===== src/rtl/assert_macros.svh =====
// assertion macros used by uv_sphere_vertex_generator
// expects clk and rst_n in the scope of each use
`ifndef ASSERT_MACROS_SVH
`define ASSERT_MACROS_SVH

// same-cycle implication
`define UVS_ASSERT_IMP(lbl, ante, cons) \
    lbl: assert property (@(posedge clk) disable iff (!rst_n) (ante) |-> (cons)) \
        else $error("same-cycle check failed");

// next-cycle implication
`define UVS_ASSERT_NXT(lbl, ante, cons) \
    lbl: assert property (@(posedge clk) disable iff (!rst_n) (ante) |=> (cons)) \
        else $error("next-cycle check failed");

`endif


===== src/rtl/uvs_pkg.sv =====
// types, constants and the arctangent table of the uv sphere vertex generator
// no dependencies
`timescale 1ns / 1ps

package uvs_pkg;

    localparam int RING_W   = 9;
    localparam int RES_W    = 8;
    localparam int RAD_W    = 16;
    localparam int POS_W    = 17;
    localparam int NRM_W    = 16;
    localparam int VNUM_W   = 17;
    localparam int CFG_IDX_W = 2;
    localparam int CFG_DAT_W = 16;

    localparam int PHASE_W  = 32;
    localparam int DIV_W    = RING_W + 31;
    localparam int DIV_STEP = 2;
    localparam int DIV_STAGES = DIV_W / DIV_STEP;

    localparam int CX_W = 34;
    localparam int CZ_W = 33;
    localparam int U_W  = 32;

    localparam logic [RES_W-1:0] RES_MIN = 8'd2;
    localparam logic signed [CX_W-1:0] CORDIC_GAIN = 34'sd652032874;
    localparam logic signed [U_W-1:0]  ONE_Q30     = 32'sd1073741824;

    localparam logic [CFG_IDX_W-1:0] REG_RESOLUTION = 2'd0;
    localparam logic [CFG_IDX_W-1:0] REG_RADIUS     = 2'd1;

    localparam logic [1:0] QUAD_0 = 2'd0;
    localparam logic [1:0] QUAD_1 = 2'd1;
    localparam logic [1:0] QUAD_2 = 2'd2;
    localparam logic [1:0] QUAD_3 = 2'd3;

    typedef enum logic [1:0] {
        CLS_TOP  = 2'd0,
        CLS_BOT  = 2'd1,
        CLS_RING = 2'd2,
        CLS_BAD  = 2'd3
    } cls_t;

    typedef struct packed {
        cls_t              cls;
        logic [VNUM_W-1:0] vnum;
    } sideband_t;

    // arctangent of 2^-i in units of 2^-32 turn
    function automatic logic [29:0] atan_turn(input int i);
        logic [29:0] v;
        case (i)
            0:  v = 30'd536870912;
            1:  v = 30'd316933406;
            2:  v = 30'd167458907;
            3:  v = 30'd85004756;
            4:  v = 30'd42667331;
            5:  v = 30'd21354465;
            6:  v = 30'd10679838;
            7:  v = 30'd5340245;
            8:  v = 30'd2670163;
            9:  v = 30'd1335087;
            10: v = 30'd667544;
            11: v = 30'd333772;
            12: v = 30'd166886;
            13: v = 30'd83443;
            14: v = 30'd41722;
            15: v = 30'd20861;
            16: v = 30'd10430;
            17: v = 30'd5215;
            18: v = 30'd2608;
            19: v = 30'd1304;
            20: v = 30'd652;
            21: v = 30'd326;
            22: v = 30'd163;
            23: v = 30'd81;
            default: v = 30'd0;
        endcase
        return v;
    endfunction

    function automatic logic signed [U_W-1:0] clamp_unit(input logic signed [CX_W-1:0] v);
        logic signed [U_W-1:0] r;
        if (v > CX_W'(ONE_Q30))
            r = ONE_Q30;
        else if (v < -CX_W'(ONE_Q30))
            r = -ONE_Q30;
        else
            r = v[U_W-1:0];
        return r;
    endfunction

endpackage


===== src/rtl/uvs_phase_div.sv =====
// pipelined restoring divider: phase = round(k * 2^31 / res), two quotient bits a stage
// depends on uvs_pkg
`timescale 1ns / 1ps

module uvs_phase_div (
    input  logic                            clk,
    input  logic                            en,
    input  logic [uvs_pkg::RES_W-1:0]       res,
    input  logic [uvs_pkg::RING_W-1:0]      k,
    output logic [uvs_pkg::PHASE_W-1:0]     phase
);

    localparam int W  = uvs_pkg::DIV_W;
    localparam int RW = uvs_pkg::RES_W;
    localparam int NS = uvs_pkg::DIV_STAGES;

    logic [RW-1:0] rem_reg [0:NS-1];
    logic [W-1:0]  work_reg [0:NS-1];

    for (genvar s = 0; s < NS; s++) begin : g_stage
        logic [RW-1:0] rem_in;
        logic [W-1:0]  work_in;
        logic [RW-1:0] rem_next;
        logic [W-1:0]  work_next;

        if (s == 0) begin : g_first
            // dividend carries the rounding half of the divisor
            assign rem_in  = '0;
            assign work_in = {k, 31'b0} + W'(res >> 1);
        end else begin : g_rest
            assign rem_in  = rem_reg[s-1];
            assign work_in = work_reg[s-1];
        end

        always_comb
        begin
            logic [RW:0] trial;
            logic        qbit;
            rem_next  = rem_in;
            work_next = work_in;
            for (int b = 0; b < uvs_pkg::DIV_STEP; b++)
            begin
                trial = {rem_next, work_next[W-1]};
                if (trial >= {1'b0, res})
                begin
                    trial = trial - {1'b0, res};
                    qbit  = 1'b1;
                end
                else
                begin
                    qbit = 1'b0;
                end
                rem_next  = trial[RW-1:0];
                work_next = {work_next[W-2:0], qbit};
            end
        end

        always_ff @(posedge clk)
        begin
            if (en)
            begin
                rem_reg[s]  <= rem_next;
                work_reg[s] <= work_next;
            end
        end
    end

    assign phase = work_reg[NS-1][uvs_pkg::PHASE_W-1:0];

endmodule


===== config.mk =====
export PLATFORM = sky130hd
export DESIGN_NAME = uvs_phase_div
export DESIGN_NICKNAME = d
export VERILOG_FILES = /design/src/rtl/assert_macros.svh /design/src/rtl/uvs_pkg.sv /design/src/rtl/uvs_phase_div.sv
export SDC_FILE = /design/constraint.sdc
export NUM_CORES = 1
export LEC_CHECK = 0
export BUFFER_PORTS_ARGS = -buffer_cell sky130_fd_sc_hd__buf_4
export CORE_MARGIN = 4
export CORE_UTILIZATION = 48
export DETAILED_ROUTE_END_ITERATION = 12
export GPL_TIMING_DRIVEN = 0
export HOLD_SLACK_MARGIN = 0.03
export PLACE_DENSITY = 0.63
export SYNTH_ARGS = -nofsm -noshare
export SYNTH_HDL_FRONTEND = slang
export SYNTH_SLANG_ARGS = --single-unit

===== constraint.sdc =====
create_clock -name clk -period 9.6 [get_ports clk]
set_input_delay 1.92 -clock clk [delete_from_list [all_inputs] [get_ports clk]]
set_output_delay 1.92 -clock clk [all_outputs]
set_load 0.02 [all_outputs]

==> results of run 1 <==
-- power groups by stage --
| stage | combinational (µW) | clock [µW] | sequential (µW) |
|---|---|---|---|
| finish | 8360 | 2370 | 4000 |
| global route | 9250 | 2560 | 4050 |
| CTS | 8320 | 2450 | 4000 |
| detailed placement | 8240 | 0 | 4040 |
| global placement | 7960 | 0 | 4050 |
| floorplan | 6660 | 0 | 3950 |
-- synth_stat cells (14+ instances only) --
master / count
edfxtp_1: 564
ha_1: 303
mux2_2: 186
nor2_1: 176
a21oi_1: 169
xnor2_1: 122
inv_1: 120
nand2_1: 116
o21ai_0: 114
o21a_1: 61
nor2b_1: 56
xor2_1: 48
a21o_1: 37
nor3_1: 37
mux2i_1: 30
fa_1: 27
nand4_1: 27
nand2b_1: 26
o31a_1: 26
and2_1: 23
o21bai_1: 20
a211oi_1: 17
o211ai_1: 17
or3_1: 16
a31oi_1: 14
-- logic make-up (layout without fill, tap and decap cells) --
kind of cell / count (synthesis) / count (layout)
and+or+nand+nor: 560 / 560
muxes: 216 / 216
adders and majority gates: 330 / 330
DFF: 564 / 564
xor gates and xnor gates: 170 / 170
AOI/OAI and AO/OA: 589 / 589
buffers and inverters: 146 / 324
-- worst max-delay path, cell delays in order --
cell      delay, ps
buf_4           310
buf_4           310
buf_2           360
clkinv_1        610
clkbuf_2        620
buf_12          330
ha_1            240
o31a_1          290
o211ai_1        160
and3_1          250
clkbuf_1        400
nor2_1          120
ha_1            320
nor2b_1         140
o21ai_1         170
a21oi_1         110
or4b_2          640
nand3_1         120
and2_1          130
buf_4           160
mux2_2          340
-- layer usage --
| layer | vias up | global-route usage (%) | share of wire [%] |
|---|---|---|---|
| met5 | - | 0 | 0 |
| met3 | 138 | 2.71 | 3.8 |
| li1 | 10100 | - | - |
| met4 | 0 | 5.82 | 3.1 |
| met2 | 359 | 30.0 | 47 |
| met1 | 9960 | 23.9 | 46 |
-- area by class of cell --
type / instances / share of cell area (%)
Multi-Input combinational cell: 1865 / 41.3
Clock inverter: 45 / 1.34
Sequential cell: 564 / 46.6
Inverter: 121 / 1.26
Clock buffer: 70 / 4.29
Timing Repair Buffer: 63 / 1.89
Buffer: 25 / 0.327
Tap cell: 873 / 3.00
-- per-stage QoR --
step | total power, µW | hold WS, ps | setup slack [ps] | area [µm²]
6_report | 14700 | 409 | 1850 | 36300
5_1_grt | 15900 | 414 | 1600 | 36300
4_1_cts | 14800 | 412 | 1920 | 36300
3_5_place_dp | 12300 | 405 | 1270 | 34300
3_3_place_gp | 12000 | 400 | 259 | 34000
2_1_floorplan | 10600 | 400 | 1990 | 32500
-- how the worst min path moves through the flow --
stage                                         start                         end
after floorplan           work_reg[0][75]$_DFFE_PP_  work_reg[0][117]$_DFFE_PP_
after global placement    work_reg[3][91]$_DFFE_PP_  work_reg[3][133]$_DFFE_PP_
after detailed placement  work_reg[0][91]$_DFFE_PP_  work_reg[0][133]$_DFFE_PP_
after CTS                 work_reg[2][91]$_DFFE_PP_  work_reg[2][133]$_DFFE_PP_
after global routing      work_reg[2][91]$_DFFE_PP_  work_reg[2][133]$_DFFE_PP_
final                     work_reg[2][91]$_DFFE_PP_  work_reg[2][133]$_DFFE_PP_
==> summary.txt, run 1 <==
Status
  • Status: finished, final reports clean

Synth
  • Top cells by area, synth: edfxtp_1 52%, ha_1 12%, mux2_2 6.4%
  • Post-synth EDFFs: 564
  • Netlist cell types: 83
  • Most common flop cell mapped by yosys: edfxtp_1
  • Mapped Area: 32500 µm²
  • Largest area contributor in the netlist: edfxtp_1
  • Largest family of logic cells by synthesized area: adder cells
  • Syn. warnings: 0
  • Complex-gate fraction of the synthesized area: 12.1%
  • Syn nets: 2924
  • Adder-Cell Fraction of Synth Area: 13.3%
  • Post-Synth Simple-Gate Area: 8.75%
  • Synth Register Bits: 564
  • Gate Count Post-Synth: 2575
  • Avg Cell Area, Syn: 12.6 µm²
  • Multiplexer share of the synthesized area: 7.36%
  • Post-Synth XOR/XNOR Area: 4.58%
  • Synth top area share: 52.1%
  • Post-synth ARST share: 0%
  • Sequential-to-total area share from yosys stat: 52.1%

Routing
  • WL/cell: 17.9 µm
  • Drt pass-1 iters: 5
  • Via count: 20.6k
  • DRT iter0 DRCs: 1236
  • Residual DRC: 0
  • Antenna-violating nets left: 0
  • Via density: 5.67
  • Final wirelength: 64.8 mm

Cells and area
  • Reg area: 16900 µm²
  • Fin util: 54.1%
  • Nets: 3050
  • Multi-input logic area: 15000 µm²
  • Filler cell count: 5435
  • Cell Count, Final, Fillers Out: 3626
  • Most common cell after layout, fill and taps aside: edfxtp_1
  • Most frequent cells in the layout: 564 x edfxtp_1, 303 x ha_1, 186 x mux2_2
  • Layout cells sized above 1: 15.3%
  • Max reg flops: 412
  • Layout Area Growth over Synthesis: 11.8%
  • Antenna diodes: 0

Critical path
  • Start point of the critical path: res[0]
  • Critical Path End: rem_reg[12][4]$_DFFE_PP_
  • CP Capture Type: register
  • Worst R2R Start: rem_reg[16][0]$_DFFE_PP_
  • Reg2reg end: rem_reg[17][6]$_DFFE_PP_
  • Cells on worst reg2reg path: 15
  • Critical path launch point type: primary input
  • Worst EP arrival: 8110 ps
  • Worst Path Max Fanout: 18
  • Required time of the critical path: 9970 ps
  • Slack of the worst reg-to-reg path: 4800 ps
  • Setup Crit Path Kind: primary input to register

GRT
  • Number of antenna violations at the first check in global routing: 0
  • Gr usage total: 17.8%
  • GRT overflow: 0
  • Number of global-route vias before repair: 20.4k
  • First-pass GRT wire length: 105 mm
  • Largest net degree at the start of global routing: 135

STA
  • Worst-Margin Slew: 1050 ps
  • RSZ-0062 raised after global routing: no
  • # setup viols final: 0
  • Final period util: 80.7%
  • Post-layout minimum cycle time: 7750 ps
  • Slew HR: 29.7%
  • Fin Clk Skew: 16.6 ps
  • Final hold vios: 0
  • Max-slew violation count: 0
  • Fmax: 129 MHz
  • Setup_tns: 0 ps

Floorplanning
  • Core region area: 67200 µm²
  • Die area: 72000 µm²
  • Die Ht: 268 µm
  • Die W: 268 µm
  • Num rows: 95
  • # IOs: 51
  • Starting Density: 48.4%

CTS
  • Hold buffers post-CTS: 0
  • CTS tree: yes
  • Post-CTS setup buffer count: 0
  • H-tree Lvls: 2
  • Post-CTS sizing: 0
  • CTS sink count: 564
  • CTS max path bufs: 3
  • Clock Tree Root: clkbuf_16
  • CTS clk-pin slew, worst paths: 60 ps
  • Clk Latency, worst-skew pair: 630 ps
  • TritonCTS Buffers: 61

Place
  • GP Congestion: 0.842
  • Placed Instances: 3511
  • HPWL after detailed placement: 43.7 mm
  • IO buf count: 50

Pwr
  • Switch share: 37.6%
  • Power share of the sequential group: 27.1%
  • Power per cell area: 405 nW/µm²
  • Int Power: 9180 µW
  • Combinational share of power: 56.8%
  • Clock Power Share: 16.1%
  • Static Leak: 0.0139 µW
  • Net Switching: 5540 µW
  • VDD IR max: 0.208 mV

Min path
  • Hold depth: 0
  • Worst hold path type: register to register

Run
  • Max Cap Violations: 0
No activity file was read; power rests on OpenSTA's default activity.
==> run 2: changes to the inputs <==
Settings changed: PLACE_DENSITY 0.63 to 0.65.
Clock period 9.6 ns to 6.2 ns, I/O delays scaled along.
==> summary.txt, run 2 (synthesized netlist as in run 1, its figures left out) <==
Pwr
  • Power per cell area: 627 nW/µm²
  • Power share of the sequential group: 27.0%
  • Net Switching: 8580 µW
  • Power Total: 22900 µW
  • Clock Power Share: 15.9%
  • Switch share: 37.5%
  • VDD IR max: 0.317 mV
  • Int Power: 14300 µW
  • Combinational share of power: 57.1%
  • Static Leak: 0.0139 µW

STA
  • Fmax: 169 MHz
  • Slew HR: 30.5%
  • # setup viols final: 0
  • Post-layout minimum cycle time: 5920 ps
  • Fin Clk Skew: 25.3 ps
  • Final hold vios: 0
  • RSZ-0062 raised after global routing: no
  • Max-slew violation count: 0
  • Final period util: 95.5%
  • Worst-Margin Slew: 1040 ps
  • Hold slack final: 395 ps

Routing
  • Via density: 5.65
  • Antenna-violating nets left: 0
  • Drt pass-1 iters: 5
  • Residual DRC: 0
  • Final wirelength: 64.0 mm
  • WL/cell: 17.6 µm
  • Via count: 20.5k
  • DRT iter0 DRCs: 1350

Critical path
  • Worst Path Max Fanout: 35
  • Most frequent CP cell: buf_4
  • Required time of the critical path: 6570 ps
  • Worst EP arrival: 6300 ps
  • CP Capture Type: register
  • Critical path launch point type: primary input
  • CP Cell Sequence: buf_4 > buf_4 > buf_4 > clkinv_2 > buf_8 > ha_1 > o311ai_1 > a21oi_1 > nand3b_1 > buf_2 > mux2_2 > ha_1 > o21a_1 > o31a_1 > o31a_1 > o21a_1 > o21ai_1 > nand2_1 > mux2_2
  • CP bufs+invs: 6
  • Slowest Stage Delay on Critical Path: 380 ps
  • Worst path slowest cell: mux2_2
  • Critical path's top delay family: buffers and inverters
  • Setup Crit Path Kind: primary input to register

Place
  • HPWL after detailed placement: 43.6 mm
  • GP Congestion: 0.847
  • IO buf count: 50

CTS
  • Clock Tree Root: clkbuf_16
  • Post-CTS setup buffer count: 0
  • Clk Latency, worst-skew pair: 630 ps
  • CTS sink count: 564
  • CTS clk-pin slew, worst paths: 70 ps
  • Post-CTS sizing: 4
  • H-tree Lvls: 2
  • TritonCTS Buffers: 61
  • CTS max path bufs: 3
  • Hold buffers post-CTS: 0
  • CTS tree: yes

GRT
  • GRT overflow: 0
  • Number of global-route vias before repair: 20.5k
  • Largest net degree at the start of global routing: 129
  • Number of antenna violations at the first check in global routing: 1
  • First-pass GRT wire length: 104 mm
  • Gr usage total: 17.7%

Status
  • Status: finished, final reports clean

Cells and area
  • Most common cell after layout, fill and taps aside: edfxtp_1
  • Antenna diodes: 0
  • Fin util: 54.4%
  • Max reg flops: 412
  • Nets: 3050
  • Layout Area Growth over Synthesis: 12.3%
  • Most frequent cells in the layout: 564 x edfxtp_1, 296 x ha_1, 180 x mux2_2
  • Layout cells sized above 1: 15.7%

Floorplanning
  • Die area: 72000 µm²
  • Die W: 268 µm
  • Starting Density: 48.4%
  • # IOs: 51
  • Core region area: 67200 µm²
  • Num rows: 95
  • Die Ht: 268 µm

Run
  • Max Cap Violations: 0

Min path
  • Worst hold path type: register to register
==> run 2: final cells by class <==
type | count | area [µm²]
timing repair buffer | 63 | 688
inverter | 121 | 459
sequential | 564 | 16900
fill | 5418 | 30700
clock buffer | 74 | 1600
clock inverter | 40 | 457
tap | 873 | 1090
buffer | 25 | 139
multi-input combinational | 1865 | 15100
==> run 2: worst paths after layout <==
kind	start	to	slack, ps	cells after the start
worst max-delay path	res[0]	rem_reg[13][2]$_DFFE_PP_	280	19
worst min-delay path	work_reg[2][41]$_DFFE_PP_	work_reg[2][83]$_DFFE_PP_	390	0
worst max register to register	rem_reg[17][0]$_DFFE_PP_	rem_reg[18][4]$_DFFE_PP_	1580	15
worst min register to register	work_reg[2][41]$_DFFE_PP_	work_reg[2][83]$_DFFE_PP_	390	0
==> run 2: stage by stage <==
step / area, µm² / worst slack (ps) / instances / TNS [ps]
floorplan: 32700 / -155 / 2575 / -2630
global placement: 34100 / -1780 / 3498 / -527350
detailed placement: 34400 / -1610 / 3511 / -144330
CTS: 36500 / 126 / 3625 / 0
global route: 36500 / 7.02 / 3625 / 0
finish: 36500 / 278 / 3625 / 0
==> run 2: power by group through the flow <==
| stage | Sequential [µW] | Combinational, µW | Clock, µW |
|---|---|---|---|
| 2_1_floorplan | 6120 | 10400 | 0 |
| 3_3_place_gp | 6280 | 12400 | 0 |
| 3_5_place_dp | 6260 | 12900 | 0 |
| 4_1_cts | 6190 | 13000 | 3760 |
| 5_1_grt | 6280 | 14500 | 3930 |
| 6_report | 6190 | 13100 | 3650 |
==> run 2: routing by layer <==
| layer | part of all wire (%) | up-vias | GRT usage (%) |
|---|---|---|---|
| met3 | 3.8 | 124 | 2.61 |
| met4 | 2.7 | 0 | 5.45 |
| li1 | - | 10100 | - |
| met1 | 46 | 9911 | 23.9 |
| met2 | 47 | 376 | 29.7 |
| met5 | 0 | - | 0 |
==> run 2: worst reg2reg max path, delay by kind of cell, from the launching register on <==
kind / cells / cell delay (ps)
muxes: 2 / 790
and+or+nand+nor: 2 / 440
AOI/OAI and AO/OA: 8 / 1700
DFF: 1 / 430
buffers and inverters: 1 / 360
adders and majority gates: 2 / 660
==> run 3: changes to the inputs <==
Settings changed: BUFFER_PORTS_ARGS -buffer_cell sky130_fd_sc_hd__buf_4 to unset, CELL_PAD_IN_SITES_DETAIL_PLACEMENT set to 0, CELL_PAD_IN_SITES_GLOBAL_PLACEMENT set to 1, DONT_BUFFER_PORTS set to 1, PLACE_DENSITY 0.65 to 0.75.
==> summary.txt, run 3 (synthesized netlist as in run 1, its figures left out) <==
Status
  • Status: finished, final reports clean

Cells and area
  • Filler cell count: 5600
  • Layout Area Growth over Synthesis: 10.9%
  • Antenna diodes: 0
  • Max reg flops: 412
  • Nets: 3000
  • Most common cell after layout, fill and taps aside: edfxtp_1
  • Layout cells sized above 1: 13.9%
  • Most frequent cells in the layout: 564 x edfxtp_1, 296 x ha_1, 180 x mux2_2

GRT
  • GRT overflow: 0
  • Number of global-route vias before repair: 20.2k
  • Largest net degree at the start of global routing: 565
  • First-pass GRT wire length: 105 mm
  • Number of antenna violations at the first check in global routing: 1
  • Gr usage total: 17.9%

Pwr
  • Power Total: 22900 µW
  • Static Leak: 0.0137 µW
  • VDD IR max: 0.297 mV
  • Power per cell area: 636 nW/µm²

STA
  • Fin worst setup slack: 331 ps
  • # setup viols final: 0
  • Fmax: 170 MHz
  • Post-layout minimum cycle time: 5870 ps
  • RSZ-0062 raised after global routing: no
  • Final hold vios: 0
  • Final period util: 94.7%
  • Fin Clk Skew: 25.1 ps
  • Max-slew violation count: 0
  • Setup_tns: 0 ps
  • Slew HR: 28.1%
  • Worst-Margin Slew: 1080 ps

Place
  • Worst slack at placement: -1220 ps
  • GP Congestion: 0.837
  • HPWL after detailed placement: 43.0 mm
  • IO buf count: 0

CTS
  • CTS tree: yes
  • TritonCTS Buffers: 61
  • CTS sink count: 564
  • CTS max path bufs: 3
  • Clock Tree Root: clkbuf_16
  • H-tree Lvls: 2
  • CTS clk-pin slew, worst paths: 60 ps
  • Clk Latency, worst-skew pair: 630 ps

Routing
  • DRT iter0 DRCs: 1282
  • Drt pass-1 iters: 5
  • WL/cell: 18.1 µm
  • Antenna-violating nets left: 0
  • Residual DRC: 0
  • Via density: 5.67
  • Final wirelength: 64.8 mm
  • Via count: 20.3k

Min path
  • Hold path start: work_reg[4][9]$_DFFE_PP_
  • Worst hold path type: register to register
  • Hold Path Sink: work_reg[4][51]$_DFFE_PP_
  • Hold depth: 0

Critical path
  • CP Capture Type: register
  • Worst R2R Start: rem_reg[16][0]$_DFFE_PP_
  • Reg2reg end: rem_reg[17][4]$_DFFE_PP_
  • Setup Crit Path Kind: primary input to register
  • Cells on worst reg2reg path: 16
  • Required time of the critical path: 6560 ps
  • Slack of the worst reg-to-reg path: 1570 ps
  • Critical path launch point type: primary input
  • Worst EP arrival: 6230 ps
  • Worst Path Max Fanout: 29

Floorplanning
  • Core region area: 67200 µm²
  • Num rows: 95
  • Die area: 72000 µm²
  • # IOs: 51
  • Die Ht: 268 µm
  • Die W: 268 µm
  • Starting Density: 48.4%

Run
  • Max Cap Violations: 0
run 3: changes by cell type in the layout (fill, tap and decap cells not counted), moves of 4 or more:
| cell | change |
|---|---|
| clkinv_4 | -5 |
| bufinv_16 | +4 |
| buf_4 | -45 |
| buf_16 | -4 |
| clkinv_1 | +5 |
run 3: layer usage:
| layer | share of wire, % | GRT usage [%] | vias up |
|---|---|---|---|
| met1 | 47 | 24.4 | 9842 |
| li1 | - | - | 9981 |
| met2 | 47 | 29.9 | 326 |
| met5 | 0 | 0 | - |
| met3 | 3.8 | 3.01 | 103 |
| met4 | 2.3 | 4.86 | 0 |
run 3: through the flow:
stage | instances | hold slack, ps | cell area, µm² | util, %
floorplan | 2575 | 400 | 32700 | -
global placement | 3448 | 400 | 33700 | 50.2
detailed placement | 3456 | 405 | 33900 | 50.5
CTS | 3569 | 410 | 36000 | 53.7
global route | 3574 | 416 | 36100 | 53.7
finish | 3574 | 408 | 36100 | 53.7
run 3: final cells by class:
class                      instances  area [µm²]  area share (%)
buffer                            25         134           0.371
clock inverter                    40         493            1.37
inverter                         121         462            1.28
tap                              873        1090            3.03
clock buffer                      73        1610            4.47
sequential                       564       16900            46.9
multi-input combinational       1865       15100            41.9
timing repair buffer              13         213           0.590
run 3: where the power goes:
| part | switching (µW) | internal (µW) | total, µW | leakage, µW |
|---|---|---|---|---|
| registers | 454 | 5780 | 6230 | 0.00548 |
| logic | 6550 | 6360 | 12900 | 0.00717 |
| clock network | 1490 | 2310 | 3790 | 0.00101 |
run 3: critical path, stage by stage:
cell and delay (ps):
clkinvlp_4 420, buf_12 370, buf_16 220, ha_1 340, nor2b_1 150, o31a_1 280, o21ai_1 220, a22o_1 190
clkbuf_1 370, o21ai_0 310, ha_1 370, nor2b_1 150, o31a_1 270, o31a_1 270, o21a_1 190, o21ai_0 190
nand2_1 270, mux2_2 390
run 3: how the worst max path moves through the flow:
stage | from | end | slack, ps
after floorplan | res[1] | rem_reg[12][1]$_DFFE_PP_ | -150
after global placement | res[1] | rem_reg[18][6]$_DFFE_PP_ | -1530
after detailed placement | res[0] | rem_reg[12][1]$_DFFE_PP_ | -1220
after CTS | res[0] | rem_reg[12][1]$_DFFE_PP_ | 90
after global routing | res[1] | rem_reg[18][6]$_DFFE_PP_ | 20
final | res[1] | rem_reg[18][2]$_DFFE_PP_ | 330
run 3: what timing repair did:
action / CTS / global route
cloned: 0 / 0
gates resized for setup: 2 / 1
pin swaps: 0 / 0
buffers inserted: 0 / 5
hold buffers: 0 / 0
setup endpoints to repair: 96 / 35
